<file path="config.mk">
export PLATFORM = sky130hd
export DESIGN_NAME = tdpt_rem_unit
export DESIGN_NICKNAME = d
export VERILOG_FILES = /design/src/rtl/trial_division_prime_tester_defines.svh /design/src/rtl/tdpt_pkg.sv /design/src/rtl/tdpt_rem_unit.sv
export SDC_FILE = /design/constraint.sdc
export NUM_CORES = 1
export LEC_CHECK = 0
export CORE_ASPECT_RATIO = 1.2
export CORE_MARGIN = 2
export CORE_UTILIZATION = 42
export CTS_CLUSTER_SIZE = 10
export DETAILED_ROUTE_END_ITERATION = 10
export DONT_BUFFER_PORTS = 1
export GPL_TIMING_DRIVEN = 0
export SETUP_SLACK_MARGIN = 0.02
export SLEW_MARGIN = 20
export SYNTH_ARGS = -nofsm -noshare
export SYNTH_HDL_FRONTEND = slang
export SYNTH_SLANG_ARGS = --single-unit
</file>
<file path="constraint.sdc">
create_clock -name clock -period 2.4 [get_ports clock]
set_input_delay 0.12 -clock clock [delete_from_list [all_inputs] [get_ports clock]]
set_output_delay 0.12 -clock clock [all_outputs]
set_load 0.03 [all_outputs]
</file>
<file path="src/rtl/trial_division_prime_tester_defines.svh">
// Assertion macros shared by the files that carry checks.
// Define NO_ASSERTIONS to compile every check away.
`ifndef TRIAL_DIVISION_PRIME_TESTER_DEFINES_SVH
`define TRIAL_DIVISION_PRIME_TESTER_DEFINES_SVH

`ifndef NO_ASSERTIONS

// The consequent must hold in the same cycle as the antecedent.
`define TDPT_ASSERT_SAME(label, clk, rst, ante, cons) \
   label: assert property (@(posedge clk) disable iff (rst) (ante) |-> (cons)) \
      else $error("tdpt check failed: same-cycle rule");

// The consequent must hold in the cycle after the antecedent.
`define TDPT_ASSERT_NEXT(label, clk, rst, ante, cons) \
   label: assert property (@(posedge clk) disable iff (rst) (ante) |=> (cons)) \
      else $error("tdpt check failed: next-cycle rule");

`else

`define TDPT_ASSERT_SAME(label, clk, rst, ante, cons)
`define TDPT_ASSERT_NEXT(label, clk, rst, ante, cons)

`endif

`endif

</file>
<file path="src/rtl/tdpt_pkg.sv">
package tdpt_pkg;

   // Width of a candidate and of the echoed value.
   localparam int unsigned VALUE_BITS = 32;

   // Defaults for the base prime table.
   localparam int unsigned TABLE_DEPTH_DEFAULT = 8192;
   localparam int unsigned PRIME_BITS_DEFAULT  = 16;

   // Register port geometry.
   localparam int unsigned CSR_ADDR_BITS  = 3;
   localparam int unsigned CSR_DATA_BITS  = 32;
   localparam int unsigned CSR_INDEX_BITS = CSR_ADDR_BITS - 2;

   // Register indexes.
   localparam logic [CSR_INDEX_BITS-1:0] REG_UPPER_LIMIT = '0;

   // Reset value of the upper limit register.
   localparam logic [CSR_DATA_BITS-1:0] UPPER_LIMIT_RESET = '1;

   // Verdict codes.
   typedef enum logic [1:0] {
      VERDICT_COMPOSITE = 2'd0,
      VERDICT_PRIME     = 2'd1,
      VERDICT_UNDECIDED = 2'd2
   } verdict_type;

   // Status reported by the remainder unit.
   typedef struct packed {
      logic done;
      logic zero;
   } rem_status_type;

endpackage

</file>
<file path="src/rtl/tdpt_rem_unit.sv">
module tdpt_rem_unit
   import tdpt_pkg::*;
#(
   parameter int unsigned PRIME_BITS = PRIME_BITS_DEFAULT
) (
   input  logic                  clock,
   input  logic                  reset,
   input  logic                  start,
   input  logic [VALUE_BITS-1:0] dividend,
   input  logic [PRIME_BITS-1:0] divisor,
   output rem_status_type        status
);

   localparam int unsigned STEP_W = $clog2(VALUE_BITS);

   logic                  busy_ff, busy_in;
   logic                  done_ff, done_in;
   logic [STEP_W-1:0]     step_ff, step_in;
   logic [VALUE_BITS-1:0] dvd_ff, dvd_in;
   logic [PRIME_BITS-1:0] div_ff, div_in;
   logic [PRIME_BITS-1:0] rem_ff, rem_in;
   logic [PRIME_BITS:0]   trial;
   logic [PRIME_BITS:0]   diff;

   // Restoring division: one dividend bit is brought down each cycle.
   always_comb begin
      trial   = {rem_ff, dvd_ff[VALUE_BITS-1]};
      diff    = trial - {1'b0, div_ff};
      busy_in = busy_ff;
      done_in = 1'b0;
      step_in = step_ff;
      dvd_in  = dvd_ff;
      div_in  = div_ff;
      rem_in  = rem_ff;
      if (start) begin
         busy_in = 1'b1;
         step_in = STEP_W'(VALUE_BITS - 1);
         dvd_in  = dividend;
         div_in  = divisor;
         rem_in  = '0;
      end else if (busy_ff) begin
         dvd_in = {dvd_ff[VALUE_BITS-2:0], 1'b0};
         if (trial >= {1'b0, div_ff}) begin
            rem_in = diff[PRIME_BITS-1:0];
         end else begin
            rem_in = trial[PRIME_BITS-1:0];
         end
         if (step_ff == '0) begin
            busy_in = 1'b0;
            done_in = 1'b1;
         end else begin
            step_in = step_ff - 1'b1;
         end
      end
   end

   always_ff @(posedge clock) begin
      if (reset) begin
         busy_ff <= 1'b0;
         done_ff <= 1'b0;
      end else begin
         busy_ff <= busy_in;
         done_ff <= done_in;
      end
      step_ff <= step_in;
      dvd_ff  <= dvd_in;
      div_ff  <= div_in;
      rem_ff  <= rem_in;
   end

   assign status = {done_ff, (rem_ff == '0)};

endmodule

</file>
==> results of run 1 <==
[metrics by stage]
stage	cell area, sq um	utilization [%]	worst slack [ps]	setup TNS, ps	instances
after floorplan	3810	-	94.6	0	327
after global placement	3960	44.3	-277	-675	447
after detailed placement	3960	44.3	-318	-1360	447
after CTS	4760	53.2	8.08	0	515
after global routing	4990	55.9	-41.3	-183	525
final	4990	55.9	52.3	0	525
[final cells by class]
cell class | count | area share, %
Buffer | 16 | 2.06
Timing Repair Buffer | 62 | 12.4
Inverter | 20 | 1.50
Multi-Input combinational cell | 220 | 38.3
Clock inverter | 7 | 2.08
Sequential cell | 71 | 38.2
Clock buffer | 9 | 2.48
Tap cell | 120 | 3.01
[cell usage in the layout, fill, tap and decap left out, types with 5 or more instances in the layout]
| cell | instances |
|---|---|
| a21o_1 | 8 |
| a21oi_1 | 9 |
| buf_4 | 10 |
| buf_6 | 6 |
| clkbuf_1 | 7 |
| clkbuf_8 | 9 |
| dfxtp_1 | 19 |
| dlygate4sd3_1 | 50 |
| edfxtp_1 | 48 |
| ha_1 | 11 |
| inv_1 | 16 |
| mux2_2 | 31 |
| mux2i_1 | 10 |
| nand2_1 | 24 |
| nand2b_1 | 7 |
| nor2_1 | 13 |
| nor4_1 | 5 |
| o211ai_1 | 5 |
| o21ai_0 | 5 |
| o21ai_1 | 10 |
| xnor2_1 | 6 |
| xor2_1 | 5 |
[worst reg2reg max path: cells and delay by family, from the launching register on]
kind	cells	cell delay, ps
compound gates	5	1200
fa+ha+maj	2	520
flops	1	380
buf+inv	2	130
[metal layers]
metal | track usage, % | up-vias | wire length, um
li1 | - | 1373 | -
met2 | 32.4 | 69 | 4550
met5 | 0 | - | 0
met4 | 7.14 | 0 | 145
met3 | 4.11 | 14 | 341
met1 | 20.5 | 1336 | 3590
[kinds of logic after synthesis]
| kind of cell | Yosys count |
|---|---|
| AO/OA/AOI/OAI | 76 |
| XOR/XNOR | 11 |
| adder cells (fa/ha/maj) | 18 |
| AND/OR/NAND/NOR | 74 |
| buffers and inverters | 36 |
| flip-flops | 71 |
| multiplexers | 41 |
[sequential cells by signal (all words and copies together) (netlist names)]
signal / count
busy_ff: 1
div_ff: 16
done_ff: 1
dvd_ff: 32
rem_ff: 16
step_ff: 5
[worst max-delay path by stage]
stage / start / to / slack (ps) / cells after the start
after floorplan: dvd_ff[31] / rem_ff[14] / 90 / 10
after global placement: dvd_ff[31] / rem_ff[14] / -280 / 10
after detailed placement: dvd_ff[31] / rem_ff[14] / -320 / 10
after CTS: dvd_ff[31] / rem_ff[14] / 8 / 9
after global routing: dvd_ff[31] / rem_ff[10] / -40 / 10
final: dvd_ff[31] / rem_ff[14] / 50 / 9
[power groups by stage]
stage	combinational, W	sequential [W]	clock (W)
detailed placement	0.000405	0.00148	0
global route	0.000600	0.00147	0.00117
floorplan	0.000332	0.00147	0
CTS	0.000491	0.00145	0.00112
global placement	0.000397	0.00148	0
finish	0.000547	0.00146	0.00110
[what timing repair did]
action	CTS	global route
hold buffers	50	0
pin swaps	6	18
gates cloned	0	1
endpoints found under the hold margin	66	0
setup buffers	2	9
endpoints found under the setup margin	15	16
resized for setup	14	34
==> flow_summary_export.csv, run 1 <==
group,metric,value,unit
run_status,outcome,"complete, no violations",
power_and_ir_drop,power_density,622,nW/um^2
route,drc,0,
worst_setup_path,reg2reg_depth,9,
worst_setup_path,reg2reg_to,"rem_ff[14]",
die,die-area,9850,sq um
worst_hold_path,whs_endpoint,"dvd_ff[1]",
worst_setup_path,endpoint_kind,"register",
power_and_ir_drop,p_int,0.00228,W
worst_setup_path,critPathMaxStageDelay,390,ps
job,drv_cap,0,
logic_synthesis,synthArstFlopShare,0,%
logic_synthesis,syn_inst,327,
worst_hold_path,hp-start,"start",
worst_setup_path,crit_family,"compound AO/OA/AOI/OAI gates",
power_and_ir_drop,power.total,0.00310,W
logic_synthesis,ys_seq_elements,71,
timing,rsz0062_at_grt,"true",
route,firstDrtPassIters,4,
logic_synthesis,synth_top_family_by_area,"compound AO/OA/AOI/OAI gates",
cts,cts_root_buf,"clkbuf_8",
die,initial_core_util,42.6,%
worst_setup_path,rrSetupSlack,50,ps
timing,setup_violations,0,
global_routing,grt_pass1_vias,2800,
route,wl_per_cell,16.4,um
logic_synthesis,ys_top_cells_by_area,"edfxtp_1, dfxtp_1, mux2_2",
timing,hold_viol_final,0,
cts,cts_made_buffers,9,
route,drt_iter0_drc,203,
global_routing,grt.overflow.total,0,
worst_setup_path,crit_arrival,2580,ps
logic_synthesis,synthXorXnorAreaFrac,2.53,%
die,ios,53,
logic_synthesis,synth_common_cells,"edfxtp_1, mux2_2, nand2_1",
logic_synthesis,syn_nets,396,
die,die_y,108,um
logic_synthesis,syn_avg_cell_area,11.6,sq um
power_and_ir_drop,power_frac_comb,17.6,%
cells_and_area,num-nets-final,469,
logic_synthesis,synthAdderAreaFrac,6.11,%
global_routing,antenna_found_initial,0,
timing,timing.hold.ws,334,ps
timing,fin_crit_sh,97.8,%
logic_synthesis,post-synth-top-count-cell,"edfxtp_1",
worst_hold_path,worstHoldPathType,"in -> reg",
cts,cts_tree,"built",
worst_setup_path,crit_path_top_delay_cell,"fa_2",
worst_setup_path,cp-start-kind,"register",
cells_and_area,multi_input_area,1910,sq um
worst_setup_path,path_class,"reg -> reg",
cells_and_area,area_growth,31.1,%
power_and_ir_drop,sequentialPowerShare,47.0,%
route,routed_via_density,5.32,
logic_synthesis,synthSimpleGateAreaFrac,9.96,%
power_and_ir_drop,vdd_drop_max,0.474,mV
logic_synthesis,synthDistinctLibCells,58,
global_routing,grt_first_pass_wirelength,13600,um
worst_setup_path,cpMostUsedCell,"inv_2",
cts,clock_latency,360,ps
power_and_ir_drop,leakagePower,1.91,nW
power_and_ir_drop,switching_share,26.4,%
timing,relSlewSlack,42.7,%
die,core,8940,sq um
cells_and_area,diodes,0,
worst_setup_path,cp.required,2630,ps
worst_setup_path,r2r_start,"dvd_ff[31]",
logic_synthesis,yosys_warnings,0,
logic_synthesis,syn-cell-area,3810,sq um
cts,h-tree-depth,3,
cts,clk_path_buf_depth,2,
route,vias,2792,
timing,timing.fmax,426,MHz
power_and_ir_drop,pwr-share-clk,35.4,%
worst_hold_path,hold_path_depth,2,
power_and_ir_drop,p_sw,0.000818,W
worst_setup_path,crit_buf_inv,2,
timing,clock_skew,12.8,ps
logic_synthesis,yosys-mux-area-fraction,11.8,%
logic_synthesis,synth.yosys.seq_area_share,50.0,%
cts,clk_pin_slew,80,ps
logic_synthesis,synth_edf_count,48,
place,numPortBuffers,0,
worst_setup_path,cp_cell_sequence,"inv_2 -> ha_4 -> inv_2 -> fa_2 -> a21o_1 -> a221oi_4 -> o221ai_4 -> a311oi_2 -> o21ai_1",
place,gp_congestion,0.852,
timing,slew_viol_final,0,
logic_synthesis,synth_top_area_share,37.9,%
logic_synthesis,yosysTopAreaCell,"edfxtp_1",
place,dp_hpwl,5600,um
global_routing,grt_usage,17.9,%
die,die_w,90.9,um
worst_setup_path,crit_fanout,3,
route,routed_wl,8620,um
global_routing,grt_max_degree,33,
logic_synthesis,synth_compound_area_share,15.2,%
cells_and_area,fill_cells,821,
cts,clock-sinks,71,
cells_and_area,drive_gt1_share,25.4,%
logic_synthesis,synth_flop_cell,"edfxtp_1",
route,drtAntennaViolNets,0,
timing,worst_pin_slew,857,ps
die,rows,38,
cells_and_area,ff_latch_area,1910,sq um
timing,layout_min_cycle_time,2350,ps
(Power assumes the default switching activity.)
==> inputs of run 2 (changes only) <==
SETUP_SLACK_MARGIN = 0.1   (was 0.02)
==> flow_summary_export.csv, run 2 (synthesis results as in run 1) <==
group,metric,value,unit
run_status,outcome,"complete, no violations",
job,drv_cap,0,
place,dpl_cell_area,3960,sq um
worst_setup_path,reg2reg_to,"rem_ff[9]",
global_routing,grt_pass1_vias,2911,
cells_and_area,fill_cells,782,
route,routed_via_density,5.39,
worst_hold_path,worstHoldPathType,"in -> reg",
worst_setup_path,cp-start-kind,"register",
cts,clk_path_buf_depth,2,
place,gp_congestion,0.863,
route,top_layer_used,"met4",
cts,h-tree-depth,3,
power_and_ir_drop,power_frac_comb,19.8,%
power_and_ir_drop,vdd_drop_max,0.390,mV
worst_hold_path,hp-start,"start",
worst_hold_path,whs_endpoint,"dvd_ff[1]",
timing,layout_min_cycle_time,2280,ps
global_routing,grt.overflow.total,0,
route,drc,0,
die,die_y,108,um
route,wl_met3,284,um
power_and_ir_drop,leakagePower,1.96,nW
cells_and_area,layout_common_cells,"dlygate4sd3_1, edfxtp_1, mux2_2",
power_and_ir_drop,p_int,0.00219,W
power_and_ir_drop,sequentialPowerShare,49.0,%
cells_and_area,final_cell_area,5080,sq um
cts,clock-sinks,71,
cells_and_area,num-nets-final,479,
route,vias,2881,
cts,clk_pin_slew,80,ps
route,firstDrtPassIters,4,
global_routing,grt_first_pass_wirelength,13700,um
timing,relSlewSlack,42.5,%
worst_setup_path,crit_family,"compound AO/OA/AOI/OAI gates",
power_and_ir_drop,p_sw,0.000780,W
die,rows,38,
route,drt_iter0_drc,159,
worst_setup_path,crit_path_top_delay_cell,"o41ai_4",
worst_setup_path,cp_cell_sequence,"inv_2 -> ha_4 -> buf_6 -> buf_12 -> nand4_1 -> o41ai_4 -> o31a_4 -> buf_16 -> nand3_1 -> a311oi_2",
worst_hold_path,hold_path_depth,2,
worst_setup_path,r2r_start,"div_ff[6]",
cells_and_area,ff_latch_area,1910,sq um
worst_setup_path,critPathMaxStageDelay,410,ps
power_and_ir_drop,switching_share,26.2,%
power_and_ir_drop,power_density,585,nW/um^2
worst_setup_path,cp.required,2670,ps
timing,setup_violations,0,
cells_and_area,reg_top3,"dvd_ff x32, div_ff x16, rem_ff x16",
route,drtAntennaViolNets,0,
timing,slew_viol_final,0,
global_routing,antenna_found_initial,0,
worst_setup_path,crit_fanout,5,
worst_setup_path,endpoint_kind,"register",
die,ios,53,
timing,worst_pin_slew,860,ps
cts,clock_latency,350,ps
cells_and_area,regMostFlops,"dvd_ff",
timing,timing.fmax,439,MHz
cts,cts_root_buf,"clkbuf_8",
timing,rsz0062_at_grt,"true",
place,numPortBuffers,0,
power_and_ir_drop,pwr-share-clk,31.2,%
die,core,8940,sq um
worst_setup_path,crit_arrival,2550,ps
worst_setup_path,rrSetupSlack,120,ps
worst_setup_path,reg2reg_depth,10,
cells_and_area,area_growth,33.4,%
worst_setup_path,path_class,"reg -> reg",
cts,cts_made_buffers,9,
cells_and_area,final_common_cell,"dlygate4sd3_1",
timing,hold_viol_final,0,
timing,clock_skew,6.62,ps
cells_and_area,drive_gt1_share,27.2,%
cts,cts_tree,"built",
route,wl_per_cell,16.0,um
route,wl_met2,4370,um
cells_and_area,multi_input_area,1940,sq um
die,initial_core_util,42.6,%
route,drt-met1-wl,3570,um
place,dp_hpwl,5680,um
cells_and_area,diodes,0,
global_routing,grt_usage,18.0,%
route,routed_wl,8580,um
die,die-area,9850,sq um
timing,fin_crit_sh,95.0,%
worst_setup_path,crit_buf_inv,4,
cells_and_area,largest_register_ffs,32,
die,die_w,90.9,um
timing,timing.hold.ws,331,ps
global_routing,grt_max_degree,33,
-- run 2: cell types whose count changed in the layout (fill, tap and decap cells not counted), sizes merged --
cell,previous run,this run
inv,23,20
buf,20,31
bufinv,2,1
clkinvlp,2,1
clkinv,0,4
-- run 2: layout make-up --
cell class	count	share of cell area [%]
multi-input cells	220	38.3
flip-flops and latches	71	37.5
repair buffers	72	13.9
well taps	120	2.96
clock buffers	10	2.51
plain buffers	16	2.14
inverters	20	1.48
clock inverters	6	1.21
-- run 2: worst max-delay path by stage --
stage / slack, ps / depth (start not counted) / from / endpoint
final: 120 / 10 / div_ff[6] / rem_ff[9]
after floorplan: 120 / 10 / dvd_ff[31] / rem_ff[14]
after CTS: 90 / 10 / div_ff[6] / rem_ff[2]
after global placement: -230 / 10 / dvd_ff[31] / rem_ff[14]
after detailed placement: -290 / 10 / dvd_ff[31] / rem_ff[14]
after global routing: -8 / 10 / div_ff[6] / rem_ff[9]
-- run 2: power groups by stage --
stage               clock network (W)  registers, W  logic (W)
finish                       0.000928       0.00146   0.000588
global route                 0.000991       0.00147   0.000637
CTS                          0.000949       0.00145   0.000547
detailed placement                  0       0.00148   0.000404
global placement                    0       0.00148   0.000397
floorplan                           0       0.00147   0.000332
-- run 2: stage by stage --
step | util [%] | instances | TNS (ps) | worst slack [ps] | power (W)
final | 56.8 | 535 | 0 | 120 | 0.00297
after global routing | 56.8 | 535 | -9.66 | -7.52 | 0.00310
after CTS | 55.0 | 526 | 0 | 87.1 | 0.00295
after detailed placement | 44.3 | 447 | -713 | -288 | 0.00188
after global placement | 44.3 | 447 | -382 | -234 | 0.00188
after floorplan | - | 327 | 0 | 122 | 0.00180
-- run 2: repair_timing --
item / 4_1_cts / 5_1_grt
setup endpoints to repair: 15 / 16
endpoints found under the hold margin: 66 / 0
hold buffers: 50 / 0
gates cloned: 1 / 0
gates resized for setup: 31 / 23
buffers inserted: 12 / 9
pin swaps: 15 / 13
-- run 2: per-layer routing --
layer  vias to the layer above  GRT usage [%]
met5                         -              0
met4                         0           12.1
met3                        24           2.65
met2                        64           32.5
met1                      1391           19.6
li1                       1402              -
==> inputs of run 3 (changes only) <==
BUFFER_PORTS_ARGS = -buffer_cell sky130_fd_sc_hd__buf_2   (was not set)
DONT_BUFFER_PORTS = not set   (was 1)
==> flow_summary_export.csv, run 3 (synthesis results as in run 1) <==
group,metric,value,unit
run_status,outcome,"complete, no violations",
place,dp_hpwl,5800,um
die,ios,53,
timing,clock_skew,7.74,ps
place,numPortBuffers,52,
cts,h-tree-depth,3,
die,die_y,108,um
cells_and_area,area_growth,31.8,%
cts,cts_root_buf,"clkbuf_8",
cells_and_area,ff_latch_area,1910,sq um
cells_and_area,largest_register_ffs,32,
route,vias,2883,
cells_and_area,final_common_cell,"buf_2",
worst_hold_path,hold_path_depth,2,
cells_and_area,final_core_util,56.1,%
cts,clock-sinks,71,
cells_and_area,regMostFlops,"dvd_ff",
route,routed_wl,8360,um
cells_and_area,num-nets-final,491,
power_and_ir_drop,vdd_drop_max,0.461,mV
route,firstDrtPassIters,4,
cts,clk_pin_slew,70,ps
timing,setup_violations,0,
worst_hold_path,hp-start,"dividend[0]",
timing,relSlewSlack,56.3,%
timing,hold_viol_final,0,
timing,slew_viol_final,0,
route,wl_per_cell,15.3,um
cts,clk_path_buf_depth,2,
route,drtAntennaViolNets,0,
place,gp_congestion,0.834,
global_routing,antenna_found_initial,0,
global_routing,grt_first_pass_wirelength,13000,um
global_routing,grt_pass1_vias,2741,
cells_and_area,fill_cells,828,
worst_hold_path,worstHoldPathType,"in -> reg",
die,die-area,9850,sq um
timing,rsz0062_at_grt,"true",
global_routing,grt_usage,17.1,%
cells_and_area,layout_common_cells,"buf_2, edfxtp_1, mux2_2",
timing,timing.fmax,425,MHz
worst_setup_path,crit_arrival,2600,ps
worst_hold_path,whs_endpoint,"dvd_ff[0]",
die,rows,38,
timing,timing.hold.ws,66.9,ps
timing,setup_slack,45.8,ps
cells_and_area,diodes,0,
power_and_ir_drop,leakagePower,1.98,nW
cts,clock_latency,340,ps
cts,cts_tree,"built",
die,die_w,90.9,um
worst_setup_path,endpoint_kind,"register",
worst_setup_path,crit_fanout,9,
route,drt_iter0_drc,76,
timing,worst_pin_slew,655,ps
global_routing,grt.overflow.total,0,
worst_setup_path,r2r_start,"rem_ff[9]",
timing,fin_crit_sh,98.1,%
cells_and_area,multi_input_area,2010,sq um
route,drc,0,
job,drv_cap,0,
die,initial_core_util,42.6,%
timing,layout_min_cycle_time,2350,ps
cts,cts_made_buffers,9,
worst_setup_path,reg2reg_depth,9,
cells_and_area,drive_gt1_share,38.6,%
worst_setup_path,cp-start-kind,"register",
power_and_ir_drop,power_density,588,nW/um^2
route,routed_via_density,5.27,
worst_setup_path,rrSetupSlack,50,ps
worst_setup_path,reg2reg_to,"rem_ff[8]",
cells_and_area,reg_top3,"dvd_ff x32, div_ff x16, rem_ff x16",
die,core,8940,sq um
worst_setup_path,cp.required,2650,ps
global_routing,grt_max_degree,33,
worst_setup_path,path_class,"reg -> reg",
place,place_ws,-308,ps
run 3: changes by cell type in the layout (fill, tap and decap cells not counted), sizes merged:
cell and delta:
buf +45, clkbuf +2, clkinv -2, dlygate4sd3 -33
run 3: power breakdown:
group	switching, W	internal (W)
clock network	0.000413	0.000502
logic	0.000293	0.000285
registers	0.0000375	0.00142
run 3: critical path, stage by stage, from the launching register on:
cell and delay [ps]:
dfxtp_1 410, ha_1 270, buf_6 140, and3_4 190, a311o_1 360, buf_6 140, o31ai_4 260, buf_6 170
nand2_1 60, a311oi_1 260
run 3: per-stage QoR:
stage	instances	total power (W)	area (sq um)	setup TNS (ps)
6_report	547	0.00295	5020	0
5_1_grt	547	0.00310	5020	-244
4_1_cts	542	0.00294	4800	0
3_3_place_gp	499	0.00192	4220	-9690
2_1_floorplan	327	0.00180	3810	0
3_5_place_dp	499	0.00193	4220	-722
run 3: per-layer routing:
| layer | track usage [%] | up-vias | wire (um) |
|---|---|---|---|
| met1 | 20.1 | 1378 | 3610 |
| met2 | 29.4 | 65 | 4240 |
| met4 | 6.71 | 0 | 187 |
| met5 | 0 | - | 0 |
| met3 | 5.16 | 13 | 323 |
| li1 | - | 1427 | - |
run 3: how the worst max path moves through the flow:
stage                     from          to  slack [ps]
finish               rem_ff[9]   rem_ff[8]          50
global route         div_ff[6]   rem_ff[8]         -60
CTS                 dvd_ff[31]  rem_ff[10]          80
detailed placement  dvd_ff[31]  rem_ff[14]        -310
global placement         start  dvd_ff[20]        -290
floorplan           dvd_ff[31]  rem_ff[14]         120
run 3: area by class of cell:
class | instances | area share [%]
multi-input cells | 220 | 40.0
flip-flops and latches | 71 | 38.0
clock inverters | 4 | 0.898
plain buffers | 16 | 2.24
well taps | 120 | 2.99
inverters | 20 | 1.50
clock buffers | 12 | 2.89
repair buffers | 84 | 11.4
run 3: repair_timing:
item                       4_1_cts  5_1_grt
buffers inserted                 9        6
resized for setup               26       46
pin swaps                       12       23
hold endpoints to repair        18        0
setup endpoints to repair       15       16
gates cloned                     1        0
hold buffers                    17        0
